File: config.mk
export PLATFORM = sky130hd
export DESIGN_NAME = ddob_ctrl
export DESIGN_NICKNAME = d
export VERILOG_FILES = /design/src/rtl/core/ddob_pkg.sv /design/src/rtl/core/ddob_ctrl.sv
export SDC_FILE = /design/constraint.sdc
export NUM_CORES = 1
export LEC_CHECK = 0
export BUFFER_PORTS_ARGS = -buffer_cell sky130_fd_sc_hd__buf_2
export CAP_MARGIN = 30
export CORE_ASPECT_RATIO = 1.4
export CORE_UTILIZATION = 55
export CTS_CLUSTER_SIZE = 25
export DETAILED_ROUTE_END_ITERATION = 10
export PLACE_DENSITY = 0.76
export SLEW_MARGIN = 20
export SYNTH_ARGS = -nofsm -noshare
export SYNTH_HDL_FRONTEND = slang
export SYNTH_SLANG_ARGS = --single-unit
export TNS_END_PERCENT = 5
File: constraint.sdc
create_clock -name clk -period 2.2 [get_ports clk]
set_clock_uncertainty 0.2 [all_clocks]
set_input_delay 0.22 -clock clk [delete_from_list [all_inputs] [get_ports clk]]
set_output_delay 0.22 -clock clk [all_outputs]
set_load 0.005 [all_outputs]
File: src/rtl/core/ddob_pkg.sv
// ----------------------------------------------------------------------------
// ddob_pkg
// shared types, codes and constant tables of the obstacle backoff core
// ----------------------------------------------------------------------------
package ddob_pkg;

  // shared multiplier operand width, wide enough for every product in the
  // frac range 8..24
  localparam int MUL_W  = 30;
  localparam int PROD_W = 2 * MUL_W;
  localparam int POS_W  = 28;
  localparam int ITER_W = 5;
  localparam int ATAN_N = 24;

  localparam logic signed [POS_W-1:0] POS_MAX = 28'sd134217727;
  localparam logic signed [POS_W-1:0] POS_MIN = -28'sd134217728;

  // atan(2^-i) as a fraction of a 32 bit turn
  localparam logic [31:0] ATAN_TURN [ATAN_N] = '{
    32'd536870912, 32'd316933406, 32'd167458907, 32'd85004756, 32'd42667331,
    32'd21354465, 32'd10679838, 32'd5340245, 32'd2670163, 32'd1335087,
    32'd667544, 32'd333772, 32'd166886, 32'd83443, 32'd41722, 32'd20861,
    32'd10430, 32'd5215, 32'd2608, 32'd1304, 32'd652, 32'd326, 32'd163, 32'd81
  };

  localparam logic signed [33:0] CORDIC_GAIN  = 34'sd652032874;
  // 65536 / (2 pi) in q8
  localparam logic [21:0]        BRAD_PER_RAD = 22'd2670177;

  // register reset values
  localparam logic [7:0]  RST_MIN_SPEED    = 8'd40;
  localparam logic [7:0]  RST_MAX_SPEED    = 8'd80;
  localparam logic [10:0] RST_OBST_DIST    = 11'd100;
  localparam logic [23:0] RST_BACKOFF_TIME = 24'd327680;
  localparam logic [15:0] RST_INV_WBASE    = 16'd1638;
  localparam logic [11:0] RST_START_X      = 12'd200;
  localparam logic [11:0] RST_START_Y      = 12'd200;

  typedef enum logic [2:0] {
    CFG_MIN_SPEED     = 3'd0,
    CFG_MAX_SPEED     = 3'd1,
    CFG_OBST_DIST     = 3'd2,
    CFG_BACKOFF_TIME  = 3'd3,
    CFG_INV_WBASE     = 3'd4,
    CFG_START_X       = 3'd5,
    CFG_START_Y       = 3'd6
  } cfg_reg_t;

  typedef enum logic [3:0] {
    OP_NONE,
    OP_LOAD,
    OP_DIFF,
    OP_SQX,
    OP_SQY,
    OP_NEAR,
    OP_DEC,
    OP_CORD,
    OP_VDT,
    OP_WDT,
    OP_UMUL,
    OP_MX,
    OP_MY,
    OP_HLO,
    OP_HHI,
    OP_UPD
  } dp_op_t;

  typedef struct packed {
    dp_op_t op;
  } dp_cmd_t;

  typedef struct packed {
    logic point_valid;
    logic end_of_frame;
    logic cordic_last;
    logic out_full;
  } dp_status_t;

endpackage

File: src/rtl/core/ddob_ctrl.sv
// ----------------------------------------------------------------------------
// ddob_ctrl
// sequencer that walks the datapath through one item's operations
// ----------------------------------------------------------------------------
module ddob_ctrl import ddob_pkg::*; (
  input  logic       clk,
  input  logic       rst,
  input  logic       in_valid,
  output logic       in_ready,
  input  dp_status_t status,
  output dp_cmd_t    cmd
);

  typedef enum logic [14:0] {
    S_IDLE = 15'b000000000000001,
    S_DIFF = 15'b000000000000010,
    S_SQX  = 15'b000000000000100,
    S_SQY  = 15'b000000000001000,
    S_NEAR = 15'b000000000010000,
    S_DEC  = 15'b000000000100000,
    S_CORD = 15'b000000001000000,
    S_VDT  = 15'b000000010000000,
    S_WDT  = 15'b000000100000000,
    S_UMUL = 15'b000001000000000,
    S_MX   = 15'b000010000000000,
    S_MY   = 15'b000100000000000,
    S_HLO  = 15'b001000000000000,
    S_HHI  = 15'b010000000000000,
    S_UPD  = 15'b100000000000000
  } state_t;

  state_t state, state_next;

  assign in_ready = (state == S_IDLE);

  always_comb begin
    state_next = state;
    cmd.op     = OP_NONE;
    unique case (state)
      S_IDLE: begin
        if (in_valid) begin
          cmd.op     = OP_LOAD;
          state_next = S_DIFF;
        end
      end
      S_DIFF: begin
        if (status.point_valid) begin
          cmd.op     = OP_DIFF;
          state_next = S_SQX;
        end else if (status.end_of_frame) begin
          state_next = S_DEC;
        end else begin
          state_next = S_IDLE;
        end
      end
      S_SQX: begin
        cmd.op     = OP_SQX;
        state_next = S_SQY;
      end
      S_SQY: begin
        cmd.op     = OP_SQY;
        state_next = S_NEAR;
      end
      S_NEAR: begin
        cmd.op     = OP_NEAR;
        state_next = status.end_of_frame ? S_DEC : S_IDLE;
      end
      S_DEC: begin
        cmd.op     = OP_DEC;
        state_next = S_CORD;
      end
      S_CORD: begin
        cmd.op = OP_CORD;
        if (status.cordic_last) state_next = S_VDT;
      end
      S_VDT: begin
        cmd.op     = OP_VDT;
        state_next = S_WDT;
      end
      S_WDT: begin
        cmd.op     = OP_WDT;
        state_next = S_UMUL;
      end
      S_UMUL: begin
        cmd.op     = OP_UMUL;
        state_next = S_MX;
      end
      S_MX: begin
        cmd.op     = OP_MX;
        state_next = S_MY;
      end
      S_MY: begin
        cmd.op     = OP_MY;
        state_next = S_HLO;
      end
      S_HLO: begin
        cmd.op     = OP_HLO;
        state_next = S_HHI;
      end
      S_HHI: begin
        cmd.op     = OP_HHI;
        state_next = S_UPD;
      end
      S_UPD: begin
        // wait here while the previous result is still held
        if (!status.out_full) begin
          cmd.op     = OP_UPD;
          state_next = S_IDLE;
        end
      end
      default: state_next = S_IDLE;
    endcase
  end

  always_ff @(posedge clk) begin
    if (rst) begin
      state <= S_IDLE;
    end else begin
      state <= state_next;
    end
  end

endmodule

Yosys cells after proc, flatten, opt, wreduce, memory -nomap -nowiden. Cells that the tools add are included.

Register bits: 15. Input bits: 7. Output and inout bits: 5. Word-level logic and storage cells: 30.

Equal/unequal tests: 18. Mux-type cells: 10. Reduce and logical (&&, ||, !) cells: 1.

Operator list (number): 15-bit one-hot mux with 15 select lines (1); 4-bit one-hot mux with 15 select lines (1); 15-bit two-way mux (3); 15-bit by 1-bit == test with 1-bit output (second input constant) (1); 15-bit by 10-bit == test with 1-bit output (second input constant) (1); 15-bit by 11-bit == test with 1-bit output (second input constant) (1); 15-bit by 12-bit == test with 1-bit output (second input constant) (1); 15-bit by 13-bit == test with 1-bit output (second input constant) (1); 15-bit by 14-bit == test with 1-bit output (second input constant) (1); 15-bit == test (second input constant) (1); 15-bit by 2-bit == test with 1-bit output (second input constant) (1); 15-bit by 3-bit == test with 1-bit output (second input constant) (1); 15-bit by 4-bit == test with 1-bit output (second input constant) (1); 15-bit by 5-bit == test with 1-bit output (second input constant) (1); 15-bit by 6-bit == test with 1-bit output (second input constant) (1); 15-bit by 7-bit == test with 1-bit output (second input constant) (1); 15-bit by 8-bit == test with 1-bit output (second input constant) (1); 15-bit by 9-bit == test with 1-bit output (second input constant) (1); 6-bit two-way mux (2); 2-bit inequality test (second input constant) (3); 4-bit two-way mux (1); 3-bit AND reduction (1); 2-bit two-way mux (1); 1-bit two-way mux (1).

Depth between registers and ports, before layout. Gate-level depths: netlist of run 1.

Depth after elaboration: 3. Gate-level depth with buffers: 7. Gate-level depth less buffers: 5.

Least setup slack after synthesis of run 1. No wires, ideal clock.

Kind: reg2out. Start point: register state[14]. End point: output cmd[2] in the netlist's numbering. Arrival time: 1.568 ns. Data required time: 1.780 ns. Path slack: 0.212 ns. Cell stages (with the launch flop): 7. Path buffers: 1. Cell sequence: dfxtp_1 buf_6 or3_1 or4_1 a21oi_1 nor2_1 o2111ai_1.

RTL lines: start, declared (RTL line ddob_ctrl.sv:32) `state_t state, state_next;`; start signal, assigned (RTL line ddob_ctrl.sv:119) `state <= state_next;`; end, declared (RTL line ddob_ctrl.sv:11) `output dp_cmd_t cmd`.

==> results.txt, run 1 <==
violated checks = setup timing
Crit path top cell by count = buf_4
chip height = 53.0 microns
Largest Register = state
Slew @ Worst Pin = 0.395 ns
Cell Chain, Critical Path = nor4_4, buf_4, nand2_2, buf_4, nand4bb_1, nand4_1, buf_2
fin area = 1270 sq um
Mapped Area = 1020 sq um
Num CTS Buffers = 3
Via Count = 1,051
PD cells = 509 nW/um^2
Area after DPL = 1140 sq um
multi-input logic area = 736 sq um
Overflow after GRT = 0
drt first pass iters = 4
Iter 0 DRT Violations = 35
Final Hold Fails = 0
Largest stage delay, worst path = 0.39 ns
Clock Tree Buf Depth = 2
status = finished, violations left
input/output buffers = 11
residual DRC count = 0
Fill cells = 142
largest net degree at the start of global routing = 14
Final Core Density = 0.725
die area = 2040 sq um
DP Wirelength = 1930 microns
Total GRT Usage = 0.316
vias per cell = 6.49
H-tree levels = 1
wire per inst = 17.6 microns
synthesis-to-layout area growth = 24.8%
layout cells sized above 1 = 0.415
grt peak-use layer = met2
Area contributors post-synth = dfxtp_1 (29%), nor4_4 (6.3%), nor2_1 (5.1%)
Reg area = 309 sq um
post-synthesis cell type count = 43
critical path class = flip-flop to output port
unrepaired setup endpoints after global routing = yes
antenna fix cells = 0
min cycle time layout = 2.45 ns
Rows = 18
initial antenna violation count = 0
first-pass GRT wire length = 4460 microns
die width = 38.4 microns
met2 usage = 0.540
Post-Syn Instances = 116
Fin Hold WS = 0.0168 ns
CTS Sinks = 15
#FFs+latches synth = 15
Slew Limit Headroom = 0.733
type of the most critical hold path = input port to flip-flop
met1 Resource Use GR = 0.377
fmax = 0.408 GHz
Worst-Skew Late Latency = 0.30 ns
crit path launch type = flip-flop
Setup Viol. Count Final = 14
post-synthesis sequential area ratio = 0.294
number of global-route vias before repair = 978
syn nets = 123
family with the most delay on the worst path = simple AND/OR/NAND/NOR gates
Final period util = 1.11
Worst-path clk slew = 0.09 ns
Routed Antenna Nets = 0
final slew viol count = 0
Fin Setup TNS = -1.54 ns
GRT met3 Usage = 0.0588
Root Buffer = clkbuf_4
CP endpoint kind = output port
CP Max Fanout = 6
final WL = 2850 microns
CTS tree = done
final worst slack = -0.252 ns
Net count, final = 150
VDD IR max = 0.000386 V
Yosys top cell area share = 0.294
Buf/Inv on CP = 3
CP arrival = 2.03 ns
num ports = 12
core area = 1760 sq um
Syn. warnings = 0
largest area contributor in the netlist = dfxtp_1
syn_area_per_cell = 8.80 sq um
Slowest-stage cell, CP = nor4_4
max-capacitance violation count = 0
Starting Density = 0.581
max reg flops = 15
Worst Path Required = 1.78 ns
RePlAce Congestion = 0.914
biggest regs = state: 15 flops
Leak = 0.470 nW
[repair_timing]
item | 4_1_cts | 5_1_grt
pin swaps | 7 | 4
gates resized for setup | 12 | 7
endpoints found under the setup margin | 4 | 10
buffers inserted | 1 | 2
endpoints found under the hold margin | 1 | 0
hold buffers | 1 | 0
[routing by layer]
metal / vias to the layer above / part of all wire
met5: - / 0
met4: 0 / 0.028
met3: 9 / 0.054
met2: 45 / 0.51
met1: 501 / 0.40
li1: 496 / -
[cells by family after synthesis]
group | after synthesis | share of synthesized area
compound gates | 15 | 0.110
xor+xnor | 2 | 0.0172
buf+inv | 6 | 0.0441
flops | 15 | 0.294
simple gates | 78 | 0.534
[layout make-up]
type / count / share of cell area
Clock buffer: 4 / 0.0206
Inverter: 3 / 0.00884
Multi-Input combinational cell: 95 / 0.578
Sequential cell: 15 / 0.243
Tap cell: 20 / 0.0196
Timing Repair Buffer: 25 / 0.131
[path summary, 6_finish.rpt]
check                  from  endpoint  slack [ns]  cells past startpoint
setup reg to reg   state[1]  state[9]       -0.10                      8
hold reg to reg    state[7]  state[8]        0.36                      2
hold / removal    status[3]  state[2]        0.02                      3
setup / recovery   state[1]    cmd[0]       -0.25                      7
[Yosys cell counts (all sizes together)]
| master | n |
|---|---|
| nor4 | 7 |
| o2111ai | 1 |
| or4b | 1 |
| nor3 | 7 |
| and3b | 1 |
| or4 | 2 |
| buf | 3 |
| xor2 | 1 |
| inv | 3 |
| nor3b | 1 |
| a21o | 1 |
| xnor2 | 1 |
| o21bai | 1 |
| nand3b | 3 |
| dfxtp | 15 |
| and2 | 2 |
| o32ai | 1 |
| nor4b | 3 |
| nand4bb | 2 |
| or2b | 1 |
| nand3 | 3 |
| a211oi | 1 |
| o21ai | 2 |
| nand2b | 2 |
| a311o | 1 |
| or2 | 1 |
| or3 | 5 |
| a21oi | 5 |
| nor2 | 17 |
| nand4b | 3 |
| o22ai | 2 |
| nand2 | 9 |
| nand4 | 8 |
[power by group]
part | internal, mW | leakage, nW | switching, mW
Sequential | 0.282 | 0.124 | 0.0121
Combinational | 0.0845 | 0.331 | 0.102
Clock | 0.0709 | 0.0150 | 0.0978
[through the flow]
| stage | setup slack [ns] | total power [mW] | cells |
|---|---|---|---|
| 2_1_floorplan | 0.212 | 0.409 | 116 |
| 3_3_place_gp | 0.0828 | 0.457 | 154 |
| 3_5_place_dp | 0.0413 | 0.461 | 154 |
| 4_1_cts | -0.183 | 0.629 | 160 |
| 5_1_grt | -0.375 | 0.674 | 162 |
| 6_report | -0.252 | 0.649 | 162 |
[placed cells by master, fill, tap and decap left out, types with 3 or more instances in the layout]
master / n
a21oi_2: 4
buf_2: 11
buf_4: 12
clkbuf_4: 3
dfxtp_1: 10
dfxtp_2: 4
inv_1: 3
nand2_1: 7
nand3_1: 3
nand3b_1: 3
nand4_1: 7
nand4b_1: 3
nor2_1: 14
nor2_2: 3
nor3_1: 4
nor4_4: 3
or3_4: 3
[worst register-to-register path, delay by kind of cell, from the launching register on]
family                 cells  cell delay, ns
AND/OR/NAND/NOR            4            0.81
buffers and inverters      3            0.57
flip-flops                 1            0.37
AO/OA/AOI/OAI              1            0.25
(Power assumes the default switching activity.)
==> inputs of run 2 (changes only) <==
CORE_MARGIN = 4   (was default)
==> results.txt, run 2 (synthesized netlist as in run 1, its figures left out) <==
status = finished, violations left (unchanged)
violated checks = setup timing (unchanged)
Final period util = 1.06 (was 1.11)
Overflow after GRT = 0 (unchanged)
Net count, final = 152 (was 150)
layout cells sized above 1 = 0.424 (was 0.415)
Cell Chain, Critical Path = or3_4, or3_4, nor4b_4, nor3_2, nand4_1, buf_2 (was nor4_4, buf_4, nand2_2, buf_4, nand4bb_1, nand4_1, buf_2)
Slew @ Worst Pin = 0.467 ns (was 0.395 ns)
Total GRT Usage = 0.235 (was 0.316)
Setup Viol. Count Final = 4 (was 14)
Num CTS Buffers = 3 (unchanged)
max-capacitance violation count = 0 (unchanged)
core area = 1760 sq um (unchanged)
type of the most critical hold path = input port to flip-flop (unchanged)
Worst-path clk slew = 0.09 ns (about the same)
residual DRC count = 0 (unchanged)
crit path launch type = flip-flop (unchanged)
die width = 44.4 microns (was 38.4 microns)
filler-free cell count of the finished design = 164 (was 162)
input/output buffers = 11 (unchanged)
Buf/Inv on CP = 1 (was 3)
Final Core Density = 0.746 (was 0.725)
die area = 2620 sq um (was 2040 sq um)
unrepaired setup endpoints after global routing = yes (unchanged)
Worst-Skew Late Latency = 0.29 ns (was 0.30 ns)
Worst Path Required = 1.78 ns (about the same)
pre-CTS setup slack = 0.0683 ns (was 0.0413 ns)
wire per inst = 16.3 microns (was 17.6 microns)
CTS tree = done (unchanged)
vias per cell = 6.21 (was 6.49)
num ports = 12 (unchanged)
min cycle time layout = 2.34 ns (was 2.45 ns)
final WL = 2670 microns (was 2850 microns)
most frequent cells in the layout = nor2_1 (14), buf_4 (14), buf_2 (11) (was nor2_1 (14), buf_4 (12), buf_2 (11))
Rows = 18 (unchanged)
VDD IR max = 0.000390 V (was 0.000386 V)
first-pass GRT wire length = 4590 microns (was 4460 microns)
DP Cell Count = 156 (was 154)
Fin Hold WS = 0.00942 ns (was 0.0168 ns)
Starting Density = 0.581 (unchanged)
synthesis-to-layout area growth = 28.3% (was 24.8%)
biggest regs = state: 15 flops (unchanged)
Slowest-stage cell, CP = or3_4 (was nor4_4)
Routed Antenna Nets = 0 (unchanged)
fmax = 0.427 GHz (was 0.408 GHz)
final worst slack = -0.142 ns (was -0.252 ns)
CP endpoint kind = output port (unchanged)
Root Buffer = clkbuf_4 (unchanged)
max reg flops = 15 (unchanged)
largest net degree at the start of global routing = 14 (unchanged)
RePlAce Congestion = 0.904 (was 0.914)
Via Count = 1,019 (was 1,051)
antenna fix cells = 0 (unchanged)
CP arrival = 1.92 ns (was 2.03 ns)
Final Hold Fails = 0 (unchanged)
drt first pass iters = 4 (unchanged)
PD cells = 498 nW/um^2 (was 509 nW/um^2)
Crit path top cell by count = or3_4 (was buf_4)
Largest Register = state (unchanged)
Slew Limit Headroom = 0.686 (was 0.733)
Iter 0 DRT Violations = 27 (was 35)
initial antenna violation count = 0 (unchanged)
critical path class = flip-flop to output port (unchanged)
DP Wirelength = 1990 microns (was 1930 microns)
family with the most delay on the worst path = simple AND/OR/NAND/NOR gates (unchanged)
Leak = 0.486 nW (was 0.470 nW)
CTS Sinks = 15 (unchanged)
Clock Tree Buf Depth = 2 (unchanged)
H-tree levels = 1 (unchanged)
chip height = 59.0 microns (was 53.0 microns)
CP Max Fanout = 4 (was 6)
Largest stage delay, worst path = 0.40 ns (was 0.39 ns)
final slew viol count = 0 (unchanged)
number of global-route vias before repair = 1,051 (was 978)
[run 2: final cells by class]
class                      instances  area (sq um)
fill                             130           447
clock buffer                       4          26.3
multi-input combinational         95           759
inverter                           3          11.3
sequential                        15           307
tap                               20          25.0
timing repair buffer              27           181
[run 2: report_power, final]
group / switching [mW] / total, mW / internal (mW)
Clock: 0.0898 / 0.160 / 0.0705
Combinational: 0.103 / 0.199 / 0.0956
Sequential: 0.0126 / 0.293 / 0.281
[run 2: metal layers]
layer	vias to the layer above	routed length (microns)	global-route usage
met5	-	0	0
met4	0	76	0.147
met3	9	116	0.0274
met2	31	1420	0.402
met1	478	1050	0.270
li1	501	-	-
[run 2: repair_timing]
item | CTS | global route
hold buffers | 1 | 0
endpoints found under the hold margin | 1 | 0
setup buffers | 1 | 2
endpoints found under the setup margin | 4 | 5
cloned | 0 | 0
pin swaps | 5 | 1
resized for setup | 15 | 4
[run 2: worst reg2reg max path, stage by stage, from the launching register on]
cell and delay [ns]:
dfxtp_1 0.34, nor4_4 0.26, buf_4 0.17, buf_4 0.12
nand4_1 0.19, o32ai_2 0.33, or2_1 0.18, buf_4 0.15
nor4_1 0.06
[run 2: final timing paths]
kind                                start       end  slack (ns)  depth (start not counted)
worst min register to register   state[7]  state[8]        0.36                          2
worst max-delay path            state[12]    cmd[0]       -0.14                          6
worst max register to register   state[2]  state[4]        0.10                          8
worst min-delay path            status[2]  state[5]       0.009                          2
[run 2: per-stage QoR]
stage,TNS [ns],power [mW],instance area [sq um]
after CTS,-0.420,0.633,1270
after global routing,-0.859,0.687,1310
after global placement,0,0.465,1160
after detailed placement,0,0.467,1160
after floorplan,0,0.409,1020
final,-0.470,0.652,1310
==> inputs of run 3 (changes only) <==
REMOVE_ABC_BUFFERS = 1   (was default)
==> results.txt, run 3 (synthesized netlist as in run 1, its figures left out) <==
unrepaired setup endpoints after global routing = yes (unchanged)
CP arrival = 1.93 ns (was 1.92 ns)
violated checks = hold timing, setup timing (was setup timing)
Root Buffer = clkbuf_4 (unchanged)
synthesis-to-layout area growth = 27.7% (was 28.3%)
residual DRC count = 0 (unchanged)
Slew Limit Headroom = 0.748 (was 0.686)
Starting Density = 0.581 (unchanged)
fin area = 1300 sq um (was 1310 sq um)
Cell Chain, Critical Path = or3_4, or3_4, nor4b_4, nor3_2, nand4_1, buf_2 (unchanged)
Total GRT Usage = 0.232 (was 0.235)
wire per inst = 16.5 microns (was 16.3 microns)
die area = 2620 sq um (unchanged)
Sw Pwr = 0.211 mW (was 0.205 mW)
Setup Viol. Count Final = 4 (unchanged)
CTS tree = done (unchanged)
Overflow after GRT = 0 (unchanged)
Iter 0 DRT Violations = 30 (was 27)
Buf/Inv on CP = 1 (unchanged)
CTS Sinks = 15 (unchanged)
most frequent cells in the layout = nor2_1 (14), buf_4 (14), buf_2 (11), dfxtp_1 (11), nand2_1 (8) (was nor2_1 (14), buf_4 (14), buf_2 (11))
Fin Setup TNS = -0.565 ns (was -0.470 ns)
Largest Register = state (unchanged)
Num CTS Buffers = 3 (unchanged)
part of the power in registers = 0.452 (was 0.450)
type of the most critical hold path = input port to flip-flop (unchanged)
pre-CTS setup slack = 0.0459 ns (was 0.0683 ns)
num ports = 12 (unchanged)
Fill cells = 131 (was 130)
final worst slack = -0.152 ns (was -0.142 ns)
drt first pass iters = 4 (unchanged)
max-capacitance violation count = 0 (unchanged)
Area after DPL = 1160 sq um (about the same)
Net count, final = 152 (unchanged)
WHS Path Cells = 2 (unchanged)
Rows = 18 (unchanged)
layout cells sized above 1 = 0.410 (was 0.424)
Switching Fraction = 0.324 (was 0.315)
Slowest-stage cell, CP = or3_4 (unchanged)
final slew viol count = 0 (unchanged)
number of global-route vias before repair = 1,000 (was 1,051)
Worst Path Required = 1.78 ns (about the same)
PD cells = 499 nW/um^2 (was 498 nW/um^2)
max reg flops = 15 (unchanged)
Largest stage delay, worst path = 0.40 ns (about the same)
Final period util = 1.07 (was 1.06)
biggest regs = state: 15 flops (unchanged)
VDD IR max = 0.000430 V (was 0.000390 V)
final WL = 2710 microns (was 2670 microns)
crit path launch type = flip-flop (unchanged)
fmax = 0.425 GHz (was 0.427 GHz)
largest net degree at the start of global routing = 14 (unchanged)
min cycle time layout = 2.35 ns (was 2.34 ns)
antenna fix cells = 0 (unchanged)
DP Cell Count = 157 (was 156)
Worst-path clk slew = 0.09 ns (about the same)
CP Max Fanout = 4 (unchanged)
CP endpoint kind = output port (unchanged)
Worst Reg-to-Reg Cells = 8 (unchanged)
filler-free cell count of the finished design = 164 (unchanged)
Logic pwr share = 0.292 (was 0.304)
Clock Tree Buf Depth = 2 (unchanged)
chip height = 59.0 microns (unchanged)
part of the power in the clock network = 0.256 (was 0.246)
Crit path top cell by count = or3_4 (unchanged)
DP Wirelength = 2050 microns (was 1990 microns)
status = finished, violations left (unchanged)
initial antenna violation count = 0 (unchanged)
die width = 44.4 microns (unchanged)
core area = 1760 sq um (unchanged)
Fin Hold WS = -0.0110 ns (was 0.00942 ns)
critical path class = flip-flop to output port (unchanged)
H-tree levels = 1 (unchanged)
input/output buffers = 11 (unchanged)
vias per cell = 6.33 (was 6.21)
Critical Path Stages = 6 (unchanged)
Via Count = 1,038 (was 1,019)
Slew @ Worst Pin = 0.373 ns (was 0.467 ns)
family with the most delay on the worst path = simple AND/OR/NAND/NOR gates (unchanged)
Final Hold Fails = 1 (was 0)
RePlAce Congestion = 0.976 (was 0.904)
first-pass GRT wire length = 4420 microns (was 4590 microns)
Int Pwr = 0.439 mW (was 0.447 mW)
Routed Antenna Nets = 0 (unchanged)
Worst-Skew Late Latency = 0.30 ns (was 0.29 ns)
Leak = 0.483 nW (was 0.486 nW)
run 3: cell types whose count changed in the layout (fill, tap and decap cells not counted):
cell	before	now
dfxtp_1	10	11
dfxtp_2	5	4
nand4bb_1	1	2
nand4bb_4	1	0
o32ai_2	1	0
o32ai_4	0	1
run 3: through the flow:
stage               utilization  total power [mW]
finish                    0.742             0.651
global route              0.742             0.685
CTS                       0.722             0.639
detailed placement        0.663             0.471
global placement          0.663             0.467
floorplan                     -             0.403
run 3: worst reg2reg max path, delay by kind of cell (launching register included):
kind	cells	cell delay, ns
AND/OR/NAND/NOR	4	0.75
buffers and inverters	3	0.53
flip-flops	1	0.34
AO/OA/AOI/OAI	1	0.22
run 3: worst paths after layout:
check,end,slack (ns),from
max,cmd[0],-0.15,state[12]
min,state[5],-0.01,status[2]
max reg2reg,state[3],0.06,state[3]
min reg2reg,state[8],0.38,state[7]
run 3: final cells by class:
class	count	area [sq um]	area share
multi-input combinational	95	754	0.579
tap	20	25.0	0.0192
inverter	3	11.3	0.00864
clock buffer	4	26.3	0.0202
sequential	15	305	0.234
timing repair buffer	27	181	0.139
run 3: power groups by stage:
stage	Combinational [mW]	Sequential (mW)	Clock, mW
floorplan	0.106	0.297	0
global placement	0.169	0.298	0
detailed placement	0.172	0.299	0
CTS	0.183	0.292	0.164
global route	0.207	0.295	0.182
finish	0.190	0.294	0.166
run 3: timing repair:
item	in CTS	in global routing
hold endpoints to repair	1	0
gates cloned	0	0
hold buffers	1	0
pin swaps	4	2
setup buffers	1	1
resized for setup	13	5
endpoints found under the setup margin	4	5
run 3: layer usage:
metal  part of all wire  global-route usage  vias up  wire (microns)
li1                   -                   -      502               -
met1               0.40               0.256      490            1070
met2               0.52               0.400       35            1410
met3              0.042              0.0456       11             115
met4              0.043               0.138        0             116
met5                  0                   0        -               0
